### config.mk
export PLATFORM = sky130hd
export DESIGN_NAME = scan_code_to_ascii_decoder_flat
export DESIGN_NICKNAME = d
export VERILOG_FILES = /design/src/hw/rtl/scd_pkg.sv /design/src/hw/rtl/scd_req_if.sv /design/src/hw/rtl/scd_rsp_if.sv /design/src/hw/rtl/scd_key_map.sv /design/src/hw/rtl/scd_decode.sv /design/src/hw/rtl/scan_code_to_ascii_decoder.sv /design/src/flat_wrapper.sv
export SDC_FILE = /design/constraint.sdc
export NUM_CORES = 1
export LEC_CHECK = 0
export ABC_AREA = 1
export BUFFER_PORTS_ARGS = -buffer_cell sky130_fd_sc_hd__buf_2
export CORE_ASPECT_RATIO = 1.75
export CORE_MARGIN = 5
export CORE_UTILIZATION = 40
export CTS_CLUSTER_SIZE = 25
export DETAILED_ROUTE_END_ITERATION = 10
export GPL_TIMING_DRIVEN = 0
export PLACE_DENSITY = 0.56
export SYNTH_ARGS = -nofsm -noshare
export SYNTH_HDL_FRONTEND = slang
export SYNTH_SLANG_ARGS = --single-unit
### constraint.sdc
create_clock -name clock -period 5.85 [get_ports clock]
set_input_delay 0.2925 -clock clock [delete_from_list [all_inputs] [get_ports clock]]
set_output_delay 0.2925 -clock clock [all_outputs]
set_load 0.005 [all_outputs]
### src/hw/rtl/scd_pkg.sv
// Shared types, constants and character ROMs for the scan code decoder.
// No dependencies; every other file of the block imports this package.
`default_nettype none

package scd_pkg;

   // Field widths and key map depth
   localparam int NUM_KEYS = 128;
   localparam int KEY_W    = $clog2(NUM_KEYS);
   localparam int SCAN_W   = 8;
   localparam int CHAR_W   = 7;

   // Special scan bytes and key indexes
   localparam logic [SCAN_W-1:0] SCAN_EXT_PREFIX = 8'hE0;
   localparam logic [SCAN_W-1:0] SCAN_PAUSE      = 8'hE1;
   localparam logic [KEY_W-1:0]  KEY_LSHIFT      = 7'h2A;
   localparam logic [KEY_W-1:0]  KEY_RSHIFT      = 7'h36;
   localparam logic [KEY_W-1:0]  KEY_CAPS        = 7'h3A;

   // Letter bounds and case offset
   localparam logic [CHAR_W-1:0] CHAR_UPPER_A = 7'd65;
   localparam logic [CHAR_W-1:0] CHAR_UPPER_Z = 7'd90;
   localparam logic [CHAR_W-1:0] CHAR_LOWER_A = 7'd97;
   localparam logic [CHAR_W-1:0] CHAR_LOWER_Z = 7'd122;
   localparam logic [CHAR_W-1:0] CASE_OFFSET  = 7'd32;

   // Key map write port
   typedef struct packed {
      logic             en;
      logic [KEY_W-1:0] addr;
      logic             data;
   } map_wr_type;

   // Decoded fields of one transaction, all but the probed key bit
   typedef struct packed {
      logic              char_valid;
      logic [CHAR_W-1:0] char_code;
      logic [KEY_W-1:0]  last_make;
      logic              pause_on;
      logic              capslock_on;
   } dec_result_type;

   // Unshifted character ROM
   function automatic logic [CHAR_W-1:0] rom_plain(input logic [KEY_W-1:0] k);
      unique case (k)
         7'h01: rom_plain = 7'd27;                         // escape
         7'h02: rom_plain = 7'd49;  7'h03: rom_plain = 7'd50;
         7'h04: rom_plain = 7'd51;  7'h05: rom_plain = 7'd52;
         7'h06: rom_plain = 7'd53;  7'h07: rom_plain = 7'd54;
         7'h08: rom_plain = 7'd55;  7'h09: rom_plain = 7'd56;
         7'h0A: rom_plain = 7'd57;  7'h0B: rom_plain = 7'd48;
         7'h0C: rom_plain = 7'd45;  7'h0D: rom_plain = 7'd61;
         7'h0E: rom_plain = 7'd8;   7'h0F: rom_plain = 7'd9;
         7'h10: rom_plain = 7'd113; 7'h11: rom_plain = 7'd119;   // q w
         7'h12: rom_plain = 7'd101; 7'h13: rom_plain = 7'd114;   // e r
         7'h14: rom_plain = 7'd116; 7'h15: rom_plain = 7'd121;   // t y
         7'h16: rom_plain = 7'd117; 7'h17: rom_plain = 7'd105;   // u i
         7'h18: rom_plain = 7'd111; 7'h19: rom_plain = 7'd112;   // o p
         7'h1A: rom_plain = 7'd91;  7'h1B: rom_plain = 7'd93;    // [ ]
         7'h1C: rom_plain = 7'd13;                               // enter
         7'h1E: rom_plain = 7'd97;  7'h1F: rom_plain = 7'd115;   // a s
         7'h20: rom_plain = 7'd100; 7'h21: rom_plain = 7'd102;   // d f
         7'h22: rom_plain = 7'd103; 7'h23: rom_plain = 7'd104;   // g h
         7'h24: rom_plain = 7'd106; 7'h25: rom_plain = 7'd107;   // j k
         7'h26: rom_plain = 7'd108; 7'h27: rom_plain = 7'd59;    // l ;
         7'h28: rom_plain = 7'd39;  7'h29: rom_plain = 7'd96;    // ' `
         7'h2B: rom_plain = 7'd92;                               // backslash
         7'h2C: rom_plain = 7'd122; 7'h2D: rom_plain = 7'd120;   // z x
         7'h2E: rom_plain = 7'd99;  7'h2F: rom_plain = 7'd118;   // c v
         7'h30: rom_plain = 7'd98;  7'h31: rom_plain = 7'd110;   // b n
         7'h32: rom_plain = 7'd109; 7'h33: rom_plain = 7'd44;    // m ,
         7'h34: rom_plain = 7'd46;  7'h35: rom_plain = 7'd47;    // . /
         7'h37: rom_plain = 7'd42;  7'h39: rom_plain = 7'd32;    // * space
         7'h4A: rom_plain = 7'd45;  7'h4E: rom_plain = 7'd43;    // keypad - +
         7'h53: rom_plain = 7'd127;                              // delete
         default: rom_plain = '0;
      endcase
   endfunction

   // Shifted character ROM
   function automatic logic [CHAR_W-1:0] rom_shift(input logic [KEY_W-1:0] k);
      unique case (k)
         7'h01: rom_shift = 7'd27;
         7'h02: rom_shift = 7'd33;  7'h03: rom_shift = 7'd64;    // ! @
         7'h04: rom_shift = 7'd35;  7'h05: rom_shift = 7'd36;    // # $
         7'h06: rom_shift = 7'd37;  7'h07: rom_shift = 7'd94;    // % ^
         7'h08: rom_shift = 7'd38;  7'h09: rom_shift = 7'd42;    // & *
         7'h0A: rom_shift = 7'd40;  7'h0B: rom_shift = 7'd41;    // ( )
         7'h0C: rom_shift = 7'd95;  7'h0D: rom_shift = 7'd43;    // _ +
         7'h0E: rom_shift = 7'd8;   7'h0F: rom_shift = 7'd9;
         7'h10: rom_shift = 7'd81;  7'h11: rom_shift = 7'd87;    // Q W
         7'h12: rom_shift = 7'd69;  7'h13: rom_shift = 7'd82;    // E R
         7'h14: rom_shift = 7'd84;  7'h15: rom_shift = 7'd89;    // T Y
         7'h16: rom_shift = 7'd85;  7'h17: rom_shift = 7'd73;    // U I
         7'h18: rom_shift = 7'd79;  7'h19: rom_shift = 7'd80;    // O P
         7'h1A: rom_shift = 7'd123; 7'h1B: rom_shift = 7'd125;   // { }
         7'h1C: rom_shift = 7'd13;
         7'h1E: rom_shift = 7'd65;  7'h1F: rom_shift = 7'd83;    // A S
         7'h20: rom_shift = 7'd68;  7'h21: rom_shift = 7'd70;    // D F
         7'h22: rom_shift = 7'd71;  7'h23: rom_shift = 7'd72;    // G H
         7'h24: rom_shift = 7'd74;  7'h25: rom_shift = 7'd75;    // J K
         7'h26: rom_shift = 7'd76;  7'h27: rom_shift = 7'd58;    // L :
         7'h28: rom_shift = 7'd34;  7'h29: rom_shift = 7'd126;   // " ~
         7'h2B: rom_shift = 7'd124;                              // |
         7'h2C: rom_shift = 7'd90;  7'h2D: rom_shift = 7'd88;    // Z X
         7'h2E: rom_shift = 7'd67;  7'h2F: rom_shift = 7'd86;    // C V
         7'h30: rom_shift = 7'd66;  7'h31: rom_shift = 7'd78;    // B N
         7'h32: rom_shift = 7'd77;  7'h33: rom_shift = 7'd60;    // M <
         7'h34: rom_shift = 7'd62;  7'h35: rom_shift = 7'd63;    // > ?
         7'h37: rom_shift = 7'd42;  7'h39: rom_shift = 7'd32;
         7'h4A: rom_shift = 7'd45;  7'h4E: rom_shift = 7'd43;
         7'h53: rom_shift = 7'd127;
         default: rom_shift = '0;
      endcase
   endfunction

   // Extended (E0-prefixed) character ROM: keypad enter and keypad slash
   function automatic logic [CHAR_W-1:0] rom_ext(input logic [KEY_W-1:0] k);
      unique case (k)
         7'h1C:   rom_ext = 7'd13;
         7'h35:   rom_ext = 7'd47;
         default: rom_ext = '0;
      endcase
   endfunction

endpackage

`default_nettype wire

### src/hw/rtl/scd_req_if.sv
// Request channel of the scan code decoder: one scan byte and a probe index.
// Depends on scd_pkg for field widths.
`default_nettype none

interface scd_req_if
   import scd_pkg::*;
();
   logic              valid;
   logic              ready;
   logic [SCAN_W-1:0] scan_byte;
   logic [KEY_W-1:0]  probe_key;

   modport source (output valid, output scan_byte, output probe_key, input ready);
   modport sink   (input valid, input scan_byte, input probe_key, output ready);
endinterface

`default_nettype wire

### src/hw/rtl/scd_rsp_if.sv
// Response channel of the scan code decoder: character and status fields.
// Depends on scd_pkg for field widths.
`default_nettype none

interface scd_rsp_if
   import scd_pkg::*;
();
   logic              valid;
   logic              ready;
   logic              char_valid;
   logic [CHAR_W-1:0] char_code;
   logic [KEY_W-1:0]  last_make;
   logic              pause_on;
   logic              capslock_on;
   logic              probe_down;

   modport source (output valid, output char_valid, output char_code, output last_make,
                   output pause_on, output capslock_on, output probe_down, input ready);
   modport sink   (input valid, input char_valid, input char_code, input last_make,
                   input pause_on, input capslock_on, input probe_down, output ready);
endinterface

`default_nettype wire

### src/hw/rtl/scd_key_map.sv
// Held-key map: single-bit RAM with one write and one registered read port,
// write-to-read forwarding and a clearing sweep after reset. Uses scd_pkg.
`default_nettype none

module scd_key_map
   import scd_pkg::*;
(
   input  wire logic             clock,
   input  wire logic             reset,
   input  wire map_wr_type       wr,
   input  wire logic             rd_en,
   input  wire logic [KEY_W-1:0] rd_addr,
   output logic                  held,
   output logic                  clear_busy
);

   logic             mem [NUM_KEYS];
   logic             rd_data_ff;
   logic             fwd_hit_ff;
   logic             fwd_data_ff;
   logic             busy_ff;
   logic             busy_in;
   logic [KEY_W-1:0] clr_addr_ff;
   logic [KEY_W-1:0] clr_addr_in;

   // Sweep every entry to zero after reset
   always_comb begin
      busy_in     = busy_ff;
      clr_addr_in = clr_addr_ff;
      if (busy_ff) begin
         clr_addr_in = clr_addr_ff + 1'b1;
         if (clr_addr_ff == KEY_W'(NUM_KEYS - 1)) begin
            busy_in = 1'b0;
         end
      end
   end

   always_ff @(posedge clock) begin
      if (reset) begin
         busy_ff     <= 1'b1;
         clr_addr_ff <= '0;
      end else begin
         busy_ff     <= busy_in;
         clr_addr_ff <= clr_addr_in;
      end
   end

   // RAM: clear or update one entry, read one entry
   always_ff @(posedge clock) begin
      if (busy_ff) begin
         mem[clr_addr_ff] <= 1'b0;
      end else if (wr.en) begin
         mem[wr.addr] <= wr.data;
      end
      if (rd_en) begin
         rd_data_ff <= mem[rd_addr];
      end
   end

   // Remember a same-cycle write to the read address; the RAM returns old data
   always_ff @(posedge clock) begin
      if (rd_en) begin
         fwd_hit_ff  <= wr.en && (wr.addr == rd_addr);
         fwd_data_ff <= wr.data;
      end
   end

   assign held       = fwd_hit_ff ? fwd_data_ff : rd_data_ff;
   assign clear_busy = busy_ff;

`ifndef ASSERT_OFF
   // A read that collides with a write returns the written bit
   a_fwd_collision: assert property (@(posedge clock) disable iff (reset)
      rd_en && wr.en && !busy_ff && (wr.addr == rd_addr) |=> held == $past(wr.data))
      else $error("key map forwarding returned stale data");

   // No transaction writes the map while the sweep runs
   a_no_write_in_sweep: assert property (@(posedge clock) disable iff (reset)
      busy_ff |-> !wr.en && !rd_en)
      else $error("key map accessed during clearing sweep");

   // The sweep ends only after the last entry
   a_sweep_end: assert property (@(posedge clock) disable iff (reset)
      $fell(busy_ff) |-> clr_addr_ff == '0)
      else $error("key map sweep ended early");
`endif

endmodule

`default_nettype wire

### src/hw/rtl/scd_decode.sv
// Scan byte decoder: prefix, pause, caps lock and shift tracking, character
// ROM selection and the key map write request. Uses scd_pkg.
`default_nettype none

module scd_decode
   import scd_pkg::*;
(
   input  wire logic              clock,
   input  wire logic              reset,
   input  wire logic              accept,
   input  wire logic [SCAN_W-1:0] scan_byte,
   output map_wr_type             map_wr,
   output dec_result_type         result
);

   logic             prefix_ff, prefix_in;
   logic             pause_ff, pause_in;
   logic             caps_ff, caps_in;
   logic             lshift_ff, lshift_in;
   logic             rshift_ff, rshift_in;
   logic [KEY_W-1:0] last_make_ff, last_make_in;

   logic              is_prefix;
   logic              is_pause;
   logic              is_fake_shift;
   logic              is_key;
   logic              is_make;
   logic [KEY_W-1:0]  key;
   logic [CHAR_W-1:0] ch;
   logic [CHAR_W-1:0] ch_shift;
   logic [CHAR_W-1:0] ch_plain;

   // Classify the byte
   assign key           = scan_byte[KEY_W-1:0];
   assign is_prefix     = (scan_byte == SCAN_EXT_PREFIX);
   assign is_pause      = (scan_byte == SCAN_PAUSE);
   assign is_fake_shift = prefix_ff && ((key == KEY_LSHIFT) || (key == KEY_RSHIFT));
   assign is_key        = !is_prefix && !is_pause && !is_fake_shift;
   assign is_make       = is_key && !scan_byte[SCAN_W-1];

   // Next flag values
   always_comb begin
      prefix_in    = prefix_ff;
      pause_in     = pause_ff;
      caps_in      = caps_ff;
      lshift_in    = lshift_ff;
      rshift_in    = rshift_ff;
      last_make_in = last_make_ff;
      if (accept) begin
         if (is_prefix) begin
            prefix_in = 1'b1;
         end else if (is_pause) begin
            pause_in = !pause_ff;
         end else begin
            prefix_in = 1'b0;
         end
         if (is_key && (key == KEY_LSHIFT)) begin
            lshift_in = !scan_byte[SCAN_W-1];
         end
         if (is_key && (key == KEY_RSHIFT)) begin
            rshift_in = !scan_byte[SCAN_W-1];
         end
         if (is_make) begin
            last_make_in = key;
            if (!prefix_ff && (key == KEY_CAPS)) begin
               caps_in = !caps_ff;
            end
         end
      end
   end

   always_ff @(posedge clock) begin
      if (reset) begin
         prefix_ff    <= 1'b0;
         pause_ff     <= 1'b0;
         caps_ff      <= 1'b0;
         lshift_ff    <= 1'b0;
         rshift_ff    <= 1'b0;
         last_make_ff <= '0;
      end else begin
         prefix_ff    <= prefix_in;
         pause_ff     <= pause_in;
         caps_ff      <= caps_in;
         lshift_ff    <= lshift_in;
         rshift_ff    <= rshift_in;
         last_make_ff <= last_make_in;
      end
   end

   // Pick the character; caps lock flips letter case on the non-extended paths
   always_comb begin
      ch_shift = rom_shift(key);
      ch_plain = rom_plain(key);
      if (caps_in && (ch_shift >= CHAR_UPPER_A) && (ch_shift <= CHAR_UPPER_Z)) begin
         ch_shift = ch_shift + CASE_OFFSET;
      end
      if (caps_in && (ch_plain >= CHAR_LOWER_A) && (ch_plain <= CHAR_LOWER_Z)) begin
         ch_plain = ch_plain - CASE_OFFSET;
      end
      if (!is_make) begin
         ch = '0;
      end else if (prefix_ff) begin
         ch = rom_ext(key);
      end else if (lshift_in || rshift_in) begin
         ch = ch_shift;
      end else begin
         ch = ch_plain;
      end
   end

   assign map_wr.en   = accept && is_key;
   assign map_wr.addr = key;
   assign map_wr.data = !scan_byte[SCAN_W-1];

   assign result.char_valid  = (ch != '0);
   assign result.char_code   = ch;
   assign result.last_make   = last_make_in;
   assign result.pause_on    = pause_in;
   assign result.capslock_on = caps_in;

`ifndef ASSERT_OFF
   // Only an E0 byte raises the prefix
   a_prefix_source: assert property (@(posedge clock) disable iff (reset)
      $rose(prefix_ff) |-> $past(accept && is_prefix))
      else $error("extended prefix set without E0 byte");

   // Pause flips only on an E1 byte
   a_pause_source: assert property (@(posedge clock) disable iff (reset)
      (pause_ff != $past(pause_ff)) |-> $past(accept && is_pause))
      else $error("pause flag changed without E1 byte");

   // A dropped fake shift touches neither the map nor the character
   a_fake_drop: assert property (@(posedge clock) disable iff (reset)
      accept && is_fake_shift |-> !map_wr.en && !result.char_valid)
      else $error("fake shift was not dropped");
`endif

endmodule

`default_nettype wire

### src/hw/rtl/scan_code_to_ascii_decoder.sv
// Top level of the set-1 scan code to ASCII decoder: decode stage, key map
// RAM and output register. Depends on scd_pkg, scd_req_if, scd_rsp_if,
// scd_decode and scd_key_map.
//
//   channel   dir   fields
//   req_ch    in    scan_byte[7:0], probe_key[6:0]
//   rsp_ch    out   char_valid, char_code[6:0], last_make[6:0], pause_on,
//                   capslock_on, probe_down
//
// One transaction per clock unless rsp_ch stalls; a taken request passes the
// key map RAM read stage and then the output register that drives rsp_ch.
// After reset a sweep clears the key map, one entry a cycle; req_ch.ready
// stays low until all 128 entries are clear.
// A stalled response holds in the output register while one more request is
// taken into the RAM read stage; ready drops only when both are full.
`default_nettype none

module scan_code_to_ascii_decoder
   import scd_pkg::*;
(
   input  wire logic  clock,
   input  wire logic  reset,
   scd_req_if.sink    req_ch,
   scd_rsp_if.source  rsp_ch
);

   logic           accept;
   logic           clear_busy;
   logic           held;
   map_wr_type     map_wr;
   dec_result_type dec_result;

   logic           s1_valid_ff, s1_valid_in;
   dec_result_type s1_res_ff;
   logic           s1_advance;
   logic           out_valid_ff, out_valid_in;
   dec_result_type out_res_ff;
   logic           out_probe_ff;

   // Advance the read stage into the output register when it is free
   assign s1_advance   = s1_valid_ff && (!out_valid_ff || rsp_ch.ready);
   assign req_ch.ready = !clear_busy && (!s1_valid_ff || s1_advance);
   assign accept       = req_ch.valid && req_ch.ready;

   scd_decode u_decode (
      .clock     (clock),
      .reset     (reset),
      .accept    (accept),
      .scan_byte (req_ch.scan_byte),
      .map_wr    (map_wr),
      .result    (dec_result)
   );

   scd_key_map u_key_map (
      .clock      (clock),
      .reset      (reset),
      .wr         (map_wr),
      .rd_en      (accept),
      .rd_addr    (req_ch.probe_key),
      .held       (held),
      .clear_busy (clear_busy)
   );

   // Stage valid bits
   always_comb begin
      s1_valid_in = s1_valid_ff;
      if (accept) begin
         s1_valid_in = 1'b1;
      end else if (s1_advance) begin
         s1_valid_in = 1'b0;
      end
      out_valid_in = out_valid_ff;
      if (s1_advance) begin
         out_valid_in = 1'b1;
      end else if (rsp_ch.ready) begin
         out_valid_in = 1'b0;
      end
   end

   always_ff @(posedge clock) begin
      if (reset) begin
         s1_valid_ff  <= 1'b0;
         out_valid_ff <= 1'b0;
      end else begin
         s1_valid_ff  <= s1_valid_in;
         out_valid_ff <= out_valid_in;
      end
   end

   // Payload: hold decoded fields while the RAM read completes, then register
   always_ff @(posedge clock) begin
      if (accept) begin
         s1_res_ff <= dec_result;
      end
      if (s1_advance) begin
         out_res_ff   <= s1_res_ff;
         out_probe_ff <= held;
      end
   end

   assign rsp_ch.valid       = out_valid_ff;
   assign rsp_ch.char_valid  = out_res_ff.char_valid;
   assign rsp_ch.char_code   = out_res_ff.char_code;
   assign rsp_ch.last_make   = out_res_ff.last_make;
   assign rsp_ch.pause_on    = out_res_ff.pause_on;
   assign rsp_ch.capslock_on = out_res_ff.capslock_on;
   assign rsp_ch.probe_down  = out_probe_ff;

`ifndef ASSERT_OFF
   // A stalled response keeps its contents
   a_out_hold: assert property (@(posedge clock) disable iff (reset)
      out_valid_ff && !rsp_ch.ready |=> out_valid_ff && $stable(out_res_ff)
         && $stable(out_probe_ff))
      else $error("stalled response changed");

   // The read stage never loses a transaction
   a_s1_hold: assert property (@(posedge clock) disable iff (reset)
      s1_valid_ff && !s1_advance |=> s1_valid_ff && $stable(s1_res_ff))
      else $error("read stage dropped a transaction");

   // Nothing is taken while the key map is being cleared
   a_no_accept_in_sweep: assert property (@(posedge clock) disable iff (reset)
      clear_busy |-> !accept && !s1_valid_ff)
      else $error("transaction during key map sweep");
`endif

endmodule

`default_nettype wire

### src/flat_wrapper.sv
// flat-port wrapper written by rule: the top's interface ports become plain ports
module scan_code_to_ascii_decoder_flat import scd_pkg::*;
  (clock, reset, req_ch_valid, req_ch_scan_byte, req_ch_probe_key, req_ch_ready, rsp_ch_valid, rsp_ch_char_valid, rsp_ch_char_code, rsp_ch_last_make, rsp_ch_pause_on, rsp_ch_capslock_on, rsp_ch_probe_down, rsp_ch_ready);
  scd_req_if req_ch_i ();
  scd_rsp_if rsp_ch_i ();
  input  wire logic clock;
  input  wire logic reset;
  input wire logic [$bits(req_ch_i.valid)-1:0] req_ch_valid;
  input wire logic [$bits(req_ch_i.scan_byte)-1:0] req_ch_scan_byte;
  input wire logic [$bits(req_ch_i.probe_key)-1:0] req_ch_probe_key;
  output wire logic [$bits(req_ch_i.ready)-1:0] req_ch_ready;
  output wire logic [$bits(rsp_ch_i.valid)-1:0] rsp_ch_valid;
  output wire logic [$bits(rsp_ch_i.char_valid)-1:0] rsp_ch_char_valid;
  output wire logic [$bits(rsp_ch_i.char_code)-1:0] rsp_ch_char_code;
  output wire logic [$bits(rsp_ch_i.last_make)-1:0] rsp_ch_last_make;
  output wire logic [$bits(rsp_ch_i.pause_on)-1:0] rsp_ch_pause_on;
  output wire logic [$bits(rsp_ch_i.capslock_on)-1:0] rsp_ch_capslock_on;
  output wire logic [$bits(rsp_ch_i.probe_down)-1:0] rsp_ch_probe_down;
  input wire logic [$bits(rsp_ch_i.ready)-1:0] rsp_ch_ready;
  assign req_ch_i.valid = req_ch_valid;
  assign req_ch_i.scan_byte = req_ch_scan_byte;
  assign req_ch_i.probe_key = req_ch_probe_key;
  assign req_ch_ready = req_ch_i.ready;
  assign rsp_ch_valid = rsp_ch_i.valid;
  assign rsp_ch_char_valid = rsp_ch_i.char_valid;
  assign rsp_ch_char_code = rsp_ch_i.char_code;
  assign rsp_ch_last_make = rsp_ch_i.last_make;
  assign rsp_ch_pause_on = rsp_ch_i.pause_on;
  assign rsp_ch_capslock_on = rsp_ch_i.capslock_on;
  assign rsp_ch_probe_down = rsp_ch_i.probe_down;
  assign rsp_ch_i.ready = rsp_ch_ready;
  scan_code_to_ascii_decoder u_core (.clock(clock), .reset(reset), .req_ch(req_ch_i), .rsp_ch(rsp_ch_i));
endmodule
==> impl_metrics.env, run 1 <==
export IMPL_cp_slowest_cell="buf_2"
export IMPL_grt_pass1_wl_mm=46.2
export IMPL_worst_path_buf_inv=7
export IMPL_crit_path_max_incr_delay_ns=0.56
export IMPL_required_ns=6.12
export IMPL_core_um2=24600
export IMPL_grt_max_degree=52
export IMPL_ir_worst_vdd_mv=0.170
export IMPL_synth_xor_area_frac=0.00350
export IMPL_clock_skew_ns=0.0151
export IMPL_max_cap_violations=0
export IMPL_crit_chain="buf_2, buf_2, clkinv_1, ha_1, nand2_1, nor2_2, o21ai_2, nand2_2, nor2_4, nand2_1, clkinv_1, buf_2, buf_12, buf_12"
export IMPL_grt_total_usage=0.217
export IMPL_dp_cells=1519
export IMPL_drt_iter0_drc=560
export IMPL_finalMaxSlewViolations=0
export IMPL_stdcell_area_um2=11200
export IMPL_clock_sinks=188
export IMPL_register_area_um2=5430
export IMPL_synthAdderAreaFrac=0.0213
export IMPL_fin_cells=1551
export IMPL_synth_simple_area_share=0.255
export IMPL_fp_dieArea_um2=28400
export IMPL_rsz0062_at_grt="no"
export IMPL_grt_pass1_vias=8452
export IMPL_drc=0
export IMPL_synth_compound_area_share=0.115
export IMPL_worst_pin_slew_ns=0.894
export IMPL_drtAntennaViolNets=0
export IMPL_wirelength_mm=30.4
export IMPL_place_ws_ns=1.76
export IMPL_fin_crit_ns=3.61
export IMPL_status="completed"
export IMPL_htreeDepth=4
export IMPL_gp_congestion=0.990
export IMPL_synth_cell_types=43
export IMPL_io_pins=39
export IMPL_cp_data_arrival_time_ns=3.88
export IMPL_cts_made_buffers=17
export IMPL_firstDrtPassIters=5
export IMPL_crit_type="in -> reg"
export IMPL_wl_per_cell_um=19.6
export IMPL_multi_input_area_um2=3970
export IMPL_viasPerCell=5.52
export IMPL_synth_area_um2=10000
export IMPL_ys_flop_type="edfxtp_1"
export IMPL_cts_tree="done"
export IMPL_root_buffer="clkbuf_16"
export IMPL_cp_start_kind="input pin"
export IMPL_critPathMaxFanout=51
export IMPL_synth_area_leaders="edfxtp_1 50%, nor2_1 9.4%, nand2_1 8.7%"
export IMPL_hold_violations=0
export IMPL_async_flop_share=0
export IMPL_num_vias=8559
export IMPL_post_cts_resized=0
export IMPL_syn_num_nets=1205
export IMPL_cp_common_cell="buf_2"
export IMPL_synth_area_per_cell_um2=8.55
export IMPL_rows=76
export IMPL_cts_max_path_buffers=2
export IMPL_portBuffers=35
export IMPL_syn2layout_area_growth_pct=12.0
export IMPL_netlist_instances=1169
export IMPL_synth_area_mux_share=0.00113
export IMPL_die_width_um=130
export IMPL_max_clock_freq_ghz=0.277
export IMPL_placed_area_um2=10600
export IMPL_floorplan_initialDensity=0.406
export IMPL_finalSetupViolCount=0
export IMPL_post_route_util=0.455
export IMPL_end_kind="register"
export IMPL_die_y_um=219
export IMPL_place_hpwl_mm=22.3
export IMPL_synth_yosys_seq_area_share=0.543
export IMPL_n_fill_cell=2546
export IMPL_setup_slack_ns=2.24
export IMPL_ys_ff_latch=188
export IMPL_powerDensity_nw_per_um2=260
export IMPL_cpLargestDelayFamily="buffers and inverters"
export IMPL_p_leak_nw=4.21
export IMPL_synth_top_family_by_area="simple AND/OR/NAND/NOR gates"
export IMPL_clk_pin_slew_worst_paths_ns=0.08
export IMPL_cts_setup_buffers=0
export IMPL_cts_hold_buf=0
export IMPL_synth_area_leader_cell="edfxtp_1"
export IMPL_grt_overflow=0
export IMPL_finalCritPeriodShare=0.617
export IMPL_slew_headroom=0.404
export IMPL_yosys_warnings=0
export IMPL_antenna_found_initial=0
export IMPL_antenna_cells=0
export IMPL_synth_edff_count=166
export IMPL_fin_nets=1262
export IMPL_min_path_type="in -> reg"
export IMPL_drive_above_1_share=0.114
export IMPL_clk_latency_ns=0.46
export IMPL_synth_top_area_frac=0.499
## layer usage
layer / up-vias / routed length [µm] / global-route usage
met4: 0 / 1570 / 0.123
met3: 103 / 1290 / 0.0307
met1: 4074 / 10600 / 0.213
met5: - / 0 / 0
met2: 309 / 17000 / 0.421
li1: 4073 / - / -
## where the power goes
part	internal (mW)	total [mW]	switching, mW	leakage (nW)
registers	1.44	1.44	0.00204	1.66
clock network	0.571	1.14	0.573	0.280
logic	0.0877	0.319	0.231	2.27
## metrics by stage
step           setup TNS [ns]  power (mW)  hold WS (ns)
6_report                    0        2.91        0.0786
5_1_grt                     0        3.00        0.0744
4_1_cts                     0        2.92        0.0704
3_5_place_dp                0        1.79         0.405
3_3_place_gp          -199.00        1.79         0.402
2_1_floorplan               0        1.68         0.371
## cell usage after synthesis, drive strengths merged (3+ instances only)
master	n
nand3	65
nand4	11
clkbuf	27
nor3	15
a21oi	44
nor2	257
a211oi	7
clkinv	3
edfxtp	166
o221ai	6
dfxtp	22
ha	17
o22ai	32
xnor2	3
nand3b	7
nand2	239
inv	91
o21ai	110
buf	26
or2	10
## state kept, by name (all words and copies together), names as in the netlist, 7 cells and up
register,cells
u_core.u_key_map.mem,128
u_core.s1_res_ff,17
u_core.rsp_ch.char_code,7
u_core.rsp_ch.last_make,7
u_core.u_decode.last_make_ff,7
u_core.u_key_map.clr_addr_ff,7
## cell families after synthesis
kind of cell / Yosys count
buf+inv: 147
mux: 1
compound gates: 204
simple gates: 608
flops: 188
xor+xnor: 4
fa+ha+maj: 17
## layout by cell type, fill, tap and decap left out, types with 22 or more instances in the layout
cell type  netlist  layout
o21ai_0        100     100
inv_1           80      80
nand2_1        232     232
clkbuf_1        27      27
buf_2           14      50
edfxtp_1       166     166
o22ai_1         32      32
a21oi_1         42      41
dfxtp_1         22      22
nand3_1         65      65
nor2_1         251     251
## worst paths after layout
path | startpoint | to | slack, ns | cells past startpoint
max | req_ch_scan_byte[0] | u_core.u_key_map.mem[127] | 2.24 | 14
min | reset | u_core.u_decode.last_make_ff[0] | 0.08 | 2
max reg2reg | u_core.u_key_map.clear_busy | u_core.s1_res_ff[16] | 2.83 | 14
min reg2reg | u_core.s1_res_ff[16] | u_core.rsp_ch.char_valid | 0.42 | 0
## cell type report
| type | instances | share of cell area |
|---|---|---|
| buffer | 53 | 0.0228 |
| clock buffer | 17 | 0.0380 |
| clock inverter | 15 | 0.0130 |
| inverter | 94 | 0.0320 |
| multi-input combinational | 834 | 0.354 |
| sequential | 188 | 0.485 |
| tap | 312 | 0.0349 |
| timing repair buffer | 38 | 0.0206 |
Note: power is estimated with default switching activity, not from simulation.
==> inputs of run 2 (changes only) <==
==> constraint.sdc (replaced) <==
create_clock -name clock -period 3.7 [get_ports clock]
set_input_delay 0.185 -clock clock [delete_from_list [all_inputs] [get_ports clock]]
set_output_delay 0.185 -clock clock [all_outputs]
set_load 0.005 [all_outputs]
==> run 2 against run 1 <==
Clock skew decreased by 0.0036 ns. Largest cell class unchanged. Sequential cell count unchanged. Sequential power increased by 58%. Critical endpoint is now u_core.u_key_map.mem[38].
==> impl_metrics.env, run 2 (synthesis results as in run 1) <==
export IMPL_p_leak_nw=4.24
export IMPL_floorplan_initialDensity=0.406
export IMPL_rows=76
export IMPL_grt_total_usage=0.222
export IMPL_antenna_found_initial=0
export IMPL_clock_sinks=188
export IMPL_grt_max_degree=98
export IMPL_num_vias=8519
export IMPL_finalMaxSlewViolations=0
export IMPL_slew_headroom=0.324
export IMPL_cts_made_buffers=17
export IMPL_wirelength_mm=30.5
export IMPL_firstDrtPassIters=7
export IMPL_register_area_um2=5430
export IMPL_gp_congestion=0.926
export IMPL_cp_start_kind="input pin"
export IMPL_r2r_setup_slack_ns=0.67
export IMPL_min_path_type="in -> reg"
export IMPL_hold_violations=0
export IMPL_top_register="u_core.u_key_map.mem"
export IMPL_clk_latency_ns=0.46
export IMPL_layout_commonest_cell="nor2_1"
export IMPL_largest_reg_flops=128
export IMPL_root_buffer="clkbuf_16"
export IMPL_core_um2=24600
export IMPL_drtAntennaViolNets=0
export IMPL_worst_pin_slew_ns=1.01
export IMPL_powerDensity_nw_per_um2=423
export IMPL_cp_data_arrival_time_ns=3.48
export IMPL_drive_above_1_share=0.113
export IMPL_drt_iter0_drc=631
export IMPL_grt_pass1_wl_mm=47.0
export IMPL_place_hpwl_mm=22.4
export IMPL_clock_skew_ns=0.0115
export IMPL_n_fill_cell=2506
export IMPL_crit_type="in -> reg"
export IMPL_viasPerCell=5.50
export IMPL_drc=0
export IMPL_die_width_um=130
export IMPL_cts_tree="done"
export IMPL_fin_hold_ws_ns=0.0623
export IMPL_grt_pass1_vias=8513
export IMPL_max_clock_freq_ghz=0.302
export IMPL_wl_per_cell_um=19.7
export IMPL_endpoint="u_core.u_key_map.mem[38]"
export IMPL_io_pins=39
export IMPL_portBuffers=35
export IMPL_reg_top3="u_core.u_key_map.mem: 128 flops, u_core.s1_res_ff: 17 flops"
export IMPL_r2r_cells=14
export IMPL_die_y_um=219
export IMPL_syn2layout_area_growth_pct=12.6
export IMPL_ir_worst_vdd_mv=0.283
export IMPL_finalSetupViolCount=0
export IMPL_multi_input_area_um2=3970
export IMPL_fp_dieArea_um2=28400
export IMPL_antenna_cells=0
export IMPL_end_kind="register"
export IMPL_status="completed"
export IMPL_grt_overflow=0
export IMPL_critPathMaxFanout=11
export IMPL_required_ns=3.87
export IMPL_max_cap_violations=0
export IMPL_fin_crit_ns=3.32
export IMPL_finalCritPeriodShare=0.896
export IMPL_final_cell_mix="251 x nor2_1, 232 x nand2_1, 166 x edfxtp_1"
export IMPL_cts_max_path_buffers=2
export IMPL_fin_nets=1261
export IMPL_r2r_start="u_core.u_key_map.clear_busy"
export IMPL_htreeDepth=4
export IMPL_startpoint="req_ch_scan_byte[0]"
export IMPL_clk_pin_slew_worst_paths_ns=0.07
export IMPL_rsz0062_at_grt="no"
export IMPL_setup_tns_ns=0
export IMPL_reg2reg_to="u_core.s1_res_ff[16]"
-- run 2: worst min path at each step --
stage / start / end / slack [ns] / cells after the start
after global routing: rsp_ch_ready / u_core.rsp_ch.valid / 0.08 / 4
after detailed placement: u_core.s1_res_ff[1] / u_core.rsp_ch.pause_on / 0.40 / 0
after global placement: u_core.s1_res_ff[6] / u_core.rsp_ch.last_make[4] / 0.40 / 0
after floorplan: reset / u_core.u_decode.last_make_ff[0] / 0.26 / 1
after CTS: rsp_ch_ready / u_core.rsp_ch.valid / 0.04 / 4
final: rsp_ch_ready / u_core.rsp_ch.valid / 0.06 / 4
-- run 2: routing by layer --
| layer | routed length (µm) | global-route usage | vias to the layer above |
|---|---|---|---|
| met5 | 0 | 0 | - |
| met3 | 1120 | 0.0283 | 86 |
| li1 | - | - | 4071 |
| met2 | 17400 | 0.435 | 253 |
| met4 | 1410 | 0.115 | 0 |
| met1 | 10700 | 0.220 | 4109 |
-- run 2: worst max-delay path: stages --
cell and delay (ns):
buf_2 0.18, buf_2 0.27, clkinvlp_4 0.32, ha_1 0.41, nand2_1 0.21, nor2_2 0.08, o21ai_2 0.17, nand2_2 0.08
nor2_4 0.21, inv_4 0.07, buf_8 0.15, nand2_2 0.06, o21ai_2 0.11, nor3_1 0.31, nand2_1 0.23, buf_2 0.29
nor2_1 0.14
-- run 2: timing repair --
action	CTS	global route
setup buffers	0	0
hold buffers	1	0
endpoints found under the hold margin	4	0
resized for setup	0	1
setup endpoints to repair	0	28
-- run 2: cell type report --
| cell class | count | share of cell area |
|---|---|---|
| clock inverter | 15 | 0.0192 |
| clock buffer | 17 | 0.0378 |
| inverter | 94 | 0.0321 |
| timing repair buffer | 37 | 0.0189 |
| multi-input combinational | 834 | 0.352 |
| sequential | 188 | 0.482 |
| buffer | 53 | 0.0229 |
| tap | 312 | 0.0347 |
-- run 2: power breakdown --
part	switching (mW)	leakage, nW	internal [mW]
Combinational	0.369	2.27	0.140
Clock	0.922	0.314	1.05
Sequential	0.00321	1.66	2.28
Total	1.29	4.24	3.47
-- run 2: stage by stage --
stage	utilization	total power [mW]	cells	worst slack (ns)	area (µm²)
finish	0.457	4.76	1550	0.384	11300
global route	0.457	4.93	1550	0.124	11300
CTS	0.457	4.79	1550	0.200	11300
detailed placement	0.430	2.83	1517	-0.288	10600
floorplan	-	2.65	1169	0.318	10000
global placement	0.429	2.83	1516	-1.48	10600
